File: src/rtl/core/tvg_pkg.sv
package tvg_pkg;

  // Configuration port geometry.
  localparam int CFG_IDX_W  = 2;
  localparam int CFG_DATA_W = 15;
  localparam int RADIUS_W   = 15;

  // Register reset values.
  localparam logic [RADIUS_W-1:0] MAJOR_RESET = 15'd4096;
  localparam logic [RADIUS_W-1:0] MINOR_RESET = 15'd1229;
  localparam int RADIAL_RESET  = 32;
  localparam int TUBULAR_RESET = 16;

  // Register stages of the sine evaluator.
  localparam int SINE_LAT = 7;

  // Odd Taylor coefficients of sin(pi/2 * t) in Q28, lowest order first.
  localparam logic [28:0] SIN_COEF [5] = '{
    29'd421657428, 29'd173399667, 29'd21392326, 29'd1256749, 29'd43068
  };

  typedef enum logic [CFG_IDX_W-1:0] {
    CFG_MAJOR_RADIUS     = 2'd0,
    CFG_MINOR_RADIUS     = 2'd1,
    CFG_RADIAL_SEGMENTS  = 2'd2,
    CFG_TUBULAR_SEGMENTS = 2'd3
  } cfg_idx_e;

  typedef struct packed {
    logic [7:0] ring_step;
    logic [7:0] tube_step;
  } vtx_in_t;

  typedef struct packed {
    logic signed [15:0] pos_x;
    logic signed [15:0] pos_y;
    logic signed [15:0] pos_z;
    logic [12:0]        red;
    logic [12:0]        green;
    logic [12:0]        blue;
    logic [15:0]        vertex_index;
    logic [15:0]        next_row_index;
    logic               quad_valid;
    logic               in_range;
  } vtx_out_t;

  // Grid bookkeeping that rides along the arithmetic pipeline.
  typedef struct packed {
    logic [15:0] vertex_index;
    logic [15:0] next_row_index;
    logic        quad_valid;
    logic        in_range;
  } vtx_side_t;

endpackage

File: src/rtl/core/tvg_sine.sv
module tvg_sine #(
  parameter int PHASE_BITS = 12
) (
  input  logic                  clk_i,
  input  logic [PHASE_BITS-1:0] phase_i,
  output logic signed [15:0]    sine_o
);

  localparam int FRAC_W = PHASE_BITS - 2;

  logic [1:0]         quad;
  logic [15:0]        t_raw;
  logic [16:0]        t_in;
  logic [16:0]        t_q   [1:6];
  logic               neg_q [1:6];
  logic [16:0]        sq_q  [2:5];
  logic [28:0]        acc_q [3:6];
  logic [28:0]        acc_d [3:6];
  logic [28:0]        mul_a [3:6];
  logic [45:0]        horner_prod [3:6];
  logic [33:0]        sq_prod;
  logic [45:0]        fin_prod;
  logic [29:0]        fin_scaled;
  logic [15:0]        fin_round;
  logic [14:0]        mag;
  logic signed [15:0] sine_d;
  logic signed [15:0] sine_q;

  // Split the phase into quadrant and a Q16 fraction; odd quadrants run backward.
  assign quad  = phase_i[PHASE_BITS-1 -: 2];
  assign t_raw = {phase_i[FRAC_W-1:0], {(16-FRAC_W){1'b0}}};
  assign t_in  = quad[0] ? (17'h10000 - {1'b0, t_raw}) : {1'b0, t_raw};

  // Horner evaluation, one multiply per stage.
  always_comb begin
    sq_prod  = 34'(t_q[1]) * 34'(t_q[1]);
    mul_a[3] = tvg_pkg::SIN_COEF[4];
    for (int p = 4; p <= 6; p++) begin
      mul_a[p] = acc_q[p-1];
    end
    for (int p = 3; p <= 6; p++) begin
      horner_prod[p] = 46'(mul_a[p]) * 46'(sq_q[p-1]);
      acc_d[p]       = tvg_pkg::SIN_COEF[6-p] - 29'(horner_prod[p] >> 16);
    end
    fin_prod   = 46'(acc_q[6]) * 46'(t_q[6]);
    fin_scaled = 30'(fin_prod >> 16);
    fin_round  = 16'((fin_scaled + 30'd8192) >> 14);
    mag        = (fin_round > 16'd16384) ? 15'd16384 : fin_round[14:0];
    sine_d     = neg_q[6] ? -$signed({1'b0, mag}) : $signed({1'b0, mag});
  end

  // Pipeline registers of the evaluator.
  always_ff @(posedge clk_i) begin
    t_q[1]   <= t_in;
    neg_q[1] <= quad[1];
    for (int p = 2; p <= 6; p++) begin
      t_q[p]   <= t_q[p-1];
      neg_q[p] <= neg_q[p-1];
    end
    sq_q[2] <= sq_prod[32:16];
    for (int p = 3; p <= 5; p++) begin
      sq_q[p] <= sq_q[p-1];
    end
    for (int p = 3; p <= 6; p++) begin
      acc_q[p] <= acc_d[p];
    end
    sine_q <= sine_d;
  end

  assign sine_o = sine_q;

endmodule

File: config.mk
export PLATFORM = sky130hd
export DESIGN_NAME = tvg_sine
export DESIGN_NICKNAME = d
export VERILOG_FILES = /design/src/rtl/core/tvg_pkg.sv /design/src/rtl/core/tvg_sine.sv
export SDC_FILE = /design/constraint.sdc
export NUM_CORES = 2
export LEC_CHECK = 0
export ABC_AREA = 1
export BUFFER_PORTS_ARGS = -buffer_cell sky130_fd_sc_hd__buf_2
export CAP_MARGIN = 20
export CORE_UTILIZATION = 35
export DETAILED_ROUTE_END_ITERATION = 16
export GPL_ROUTABILITY_DRIVEN = 0
export SETUP_SLACK_MARGIN = 0.3
export SYNTH_ARGS = -nofsm -noshare
export SYNTH_HDL_FRONTEND = slang
export SYNTH_SLANG_ARGS = --single-unit
File: constraint.sdc
create_clock -name clk_i -period 18.8 [get_ports clk_i]
set_input_delay 1.88 -clock clk_i [delete_from_list [all_inputs] [get_ports clk_i]]
set_output_delay 1.88 -clock clk_i [all_outputs]
set_load 0.05 [all_outputs]
# Word-level counts from Yosys, hierarchy flattened
# Memory sizes are Yosys's and may differ from the RTL's.
# Cells that the tools add are included.
# Widths: inputs -> output; s select.
op_classes:
  reduce_logical: 0
  n_mul: 6
  n_addsub: 7
  n_div: 0
  mux: 3
  bitwise_logic: 0
  n_lt_le_gt_ge: 1
  shifts: 0
  eq_ne: 0
ops:
  columns: ["operator", "n"]
  rows:
  - ["$mul 29x17->45", 3]
  - ["$mul 29x17->46", 1]
  - ["$mul 17x17->33", 1]
  - ["$mul 14x17->31 const A", 1]
  - ["$add 30x14->30 const B", 1]
  - ["$mux 15", 2]
  - ["$sub 25x29->29 const A", 1]
  - ["$sub 28x29->29 const A", 1]
  - ["$sub 29x29->29 const A", 1]
  - ["$sub 21x17->22 const A", 1]
  - ["$mux 17", 1]
  - ["$sub 17x16->17 const A", 1]
  - ["$gt 16x15->1 const B", 1]
  - ["$neg 15->16", 1]
totals:
  regBits: 16
  memories: 4
  mem_bits_ro: 0
  latch_bits: 0
  inputBits: 13
  ram_bits: 292
memory_table:
  columns: ["memory", "depth", "word_bits", "read_ports", "rd_clocked_by_memory_dff", "write_ports", "line", "rtl"]
  rows:
  - ["acc_q", 4, 29, 4, 0, 4, "tvg_sine.sv:17", "logic [28:0] acc_q [3:6];"]
  - ["t_q", 6, 17, 6, 0, 6, "tvg_sine.sv:14", "logic [16:0] t_q [1:6];"]
  - ["sq_q", 4, 17, 4, 0, 4, "tvg_sine.sv:16", "logic [16:0] sq_q [2:5];"]
  - ["neg_q", 6, 1, 6, 0, 6, "tvg_sine.sv:15", "logic neg_q [1:6];"]

# Longest topological paths before layout
# An unclocked memory read counts as a cell.
logic_depth:
  word_depth: 7
  ltp_mapped: 46
  depth_no_buf: 43

# Least setup slack after synthesis
# OpenSTA, ideal clock, no wires.
synth_timing:
  path_kind: "flip-flop to flip-flop"
  from: "register, netlist name t_q[3][11]"
  to: "register sine_q[8] (netlist: sine_o[8])"
  slack_ns: 11.713
  arrival_time_ns: 6.967
  setup_time_ns: 0.120
  synth_period_minus_slack_ns: 7.087
  stages_incl_launch_ff: 40
  required_time_ns: 18.680
  path_cell_list: "dfxtp_1 -> clkbuf_1 -> clkbuf_1 -> nand2_1 -> fa_1 -> inv_1 -> fa_1 -> fa_1 -> fa_1 -> inv_1 -> fa_1 -> inv_1 -> ha_1 -> ha_1 -> nand2_1 -> nor2_1 -> inv_1 -> nor3_2 -> (+4 left out) -> ha_1 -> nand3_1 -> nor2_2 -> nand2_2 -> nor2_8 -> xnor2_1 -> nand2_1 -> nor2_1 -> nand4_2 -> nand2_4 -> buf_8 -> nand2_1 -> ha_1 -> inv_1 -> a21oi_2 -> nand2_1 -> nand2_1 -> xor2_1"
synth_lines:
  columns: ["item", "line", "rtl"]
  rows:
  - ["to (signal assigned)", "tvg_sine.sv:67", "sine_q <= sine_d;"]
  - ["to (decl)", "tvg_sine.sv:27", "logic signed [15:0] sine_q;"]

==> metrics.yaml <==
syn_area_sq_um: 67860
wire_per_inst_um: 15.28
grt_usage_pct: 17.69
routed_wl_um: 167900
insertion_delay_ns: 0.60
initial_core_util_pct: 35.24
cts_setup_buffers: 0
grt_max_degree: 30
first_global_vias: 56060
grt_pass1_wl_um: 284500
tns_ns: 0
min_period_ns: 7.831
portBuffers: 28
nNetsFinal: 10550
num-fill-cells: 19920
path_buf_inv: 4
syn-mean-instance-area_sq_um: 7.844
vias: 51970
fp.dieW_um: 442.3
fmax_mhz: 127.7
hold_buffers: 0
tightest_slew_ns: 1.152
rsz0062_at_grt: "false"
cap_violations: 0
critical_path.max_stage_delay_ns: 0.96
required_ns: 19.30
numPlacedInstances: 10930
io_pins: 29
tritoncts.num_buffers: 34
cp-end-kind: "register"
rows: 161
syn_nets: 10760
grt_overflow: 0
cp_slowest_cell: "dfxtp_1"
clockBufferDepth: 3
synth_edf_count: 0
ys_types: 58
grt_antenna_before_repair: 1
drc_errors: 0
cp-start-kind: "register"
dr.pass1.iters: 6
final.period_utilization_pct: 41.65
final_antenna_net_count: 0
die-area_sq_um: 195700
hold_viol: 0
yosysWarnings: 0
core_area_sq_um: 192600
cts_resized: 0
cp_top_family: "adder cells"
ys_ff_latch: 257
outcome: "complete, no violations"
multi_input_area_sq_um: 52450
holdCritPathClass: "register to register"
drt-initial-drc-count: 3268
areaGrowthSynthToFinish_pct: 5.358
slew_headroom_pct: 23.07
cts_root_buf: "clkbuf_16"
synthCells: 8651
drive_gt1_share_pct: 2.753
worstSetupPathType: "register to register"
fin_cells: 10990
slew_violations: 0
die_h_um: 442.3
dp_hpwl_um: 135700
synthFlopType: "dfxtp_1"
regArea_sq_um: 5147
worstPathMaxFanout: 17
async_reset_ff_share_pct: 0
seq_area_frac_synth_pct: 7.582
cts_sinks: 257
clkSlewWorstSetupHoldPaths_ns: 0.06
finClkSkew_ns: 0.04858
worstPathArrival_ns: 8.33
vias_per_cell: 4.729
h-tree-depth: 2
tritoncts: "built"
setup_viol: 0
-- Yosys cell counts (5+ instances only) --
cell type	number	area, sq um
o21ai_2	5	43.79
dfxtp_1	257	5145
xnor2_1	61	534.3
fa_1	1360	27230
nand2_1	2294	8611
nand4_1	45	281.5
nand2_2	13	81.33
o221ai_1	6	52.55
nor2_2	15	93.84
inv_2	7	26.28
a21oi_1	236	1181
or2_2	8	50.05
o211ai_1	11	82.58
o21a_1	15	112.6
a31oi_1	20	125.1
nor2_1	278	1044
o21bai_1	15	112.6
nand3b_1	6	45.04
clkbuf_1	327	1227
nand3_1	152	760.7
o21ai_0	121	605.6
ha_1	739	9246
nor3_1	34	170.2
a21o_1	21	157.7
o31ai_1	6	45.04
o21ai_1	11	55.05
buf_1	21	78.83
xor2_1	137	1200
inv_1	2370	8896
and3_1	5	31.28
-- metrics by stage --
stage	area (sq um)	worst slack, ns	hold slack, ns	util, %
final	71500	10.97	0.2792	37.13
after global placement	70380	11.15	0.3101	36.55
after floorplan	67860	11.71	0.3096	-
after CTS	71490	11.15	0.2741	37.12
after global routing	71490	10.59	0.3001	37.12
after detailed placement	70380	11.19	0.3121	36.55
-- registers in the layout, indices dropped and copies added (netlist names) --
register,count
acc_q,101
sq_q,68
t_q,66
sine_o,16
neg_q,6
-- cells by family (layout without fill, tap and decap cells) --
kind of cell | Yosys count | in the layout | share of synthesized area (%)
xor gates and xnor gates | 201 | 201 | 2.627
buffers and inverters | 2728 | 2540 | 15.12
other | 0 | 1 | 0
and+or+nand+nor | 2877 | 2877 | 16.85
adders and majority gates | 2099 | 2099 | 53.75
DFF | 257 | 257 | 7.582
AOI/OAI and AO/OA | 489 | 489 | 4.071
-- final timing paths --
check	startpoint	end	slack [ns]	depth (start not counted)
worst max-delay path	acc_q[0][160]$_DFF_P_	acc_q[0][199]$_DFF_P_	10.97	28
worst min-delay path	t_q[2][31]$_DFF_P_	t_q[3][14]$_DFF_P_	0.28	0
worst max register to register	acc_q[0][160]$_DFF_P_	acc_q[0][199]$_DFF_P_	10.97	28
worst min register to register	t_q[2][31]$_DFF_P_	t_q[3][14]$_DFF_P_	0.28	0
-- cell type report --
type	count	share of cell area (%)
multi-input combinational	5666	73.37
inverter	2377	12.48
sequential	257	7.199
tap	2526	4.420
clock buffer	41	1.284
timing repair buffer	102	0.9730
clock inverter	20	0.2747
antenna	1	0.003500
-- cells in the final DEF (no fill, tap or decap), drive strengths merged, types with 21 or more instances in the layout --
| cell | n |
|---|---|
| xor2 | 140 |
| inv | 2384 |
| o21ai | 137 |
| xnor2 | 61 |
| a21oi | 239 |
| buf | 102 |
| fa | 1360 |
| clkbuf | 41 |
| nand2 | 2310 |
| nand4 | 47 |
| a21o | 21 |
| dfxtp | 257 |
| nand3 | 157 |
| ha | 739 |
| nor3 | 37 |
| nor2 | 297 |
-- layer usage --
metal / global-route usage (%) / up-vias / part of all wire [%]
met2: 31.04 / 1307 / 49
met5: 0 / - / 0
li1: - / 24530 / -
met4: 3.979 / 0 / 2.1
met1: 23.34 / 25920 / 44
met3: 1.887 / 219 / 5.4
Power is not shown: default switching activity piles up to over one toggle a cycle in this logic, so the estimate is an artifact.
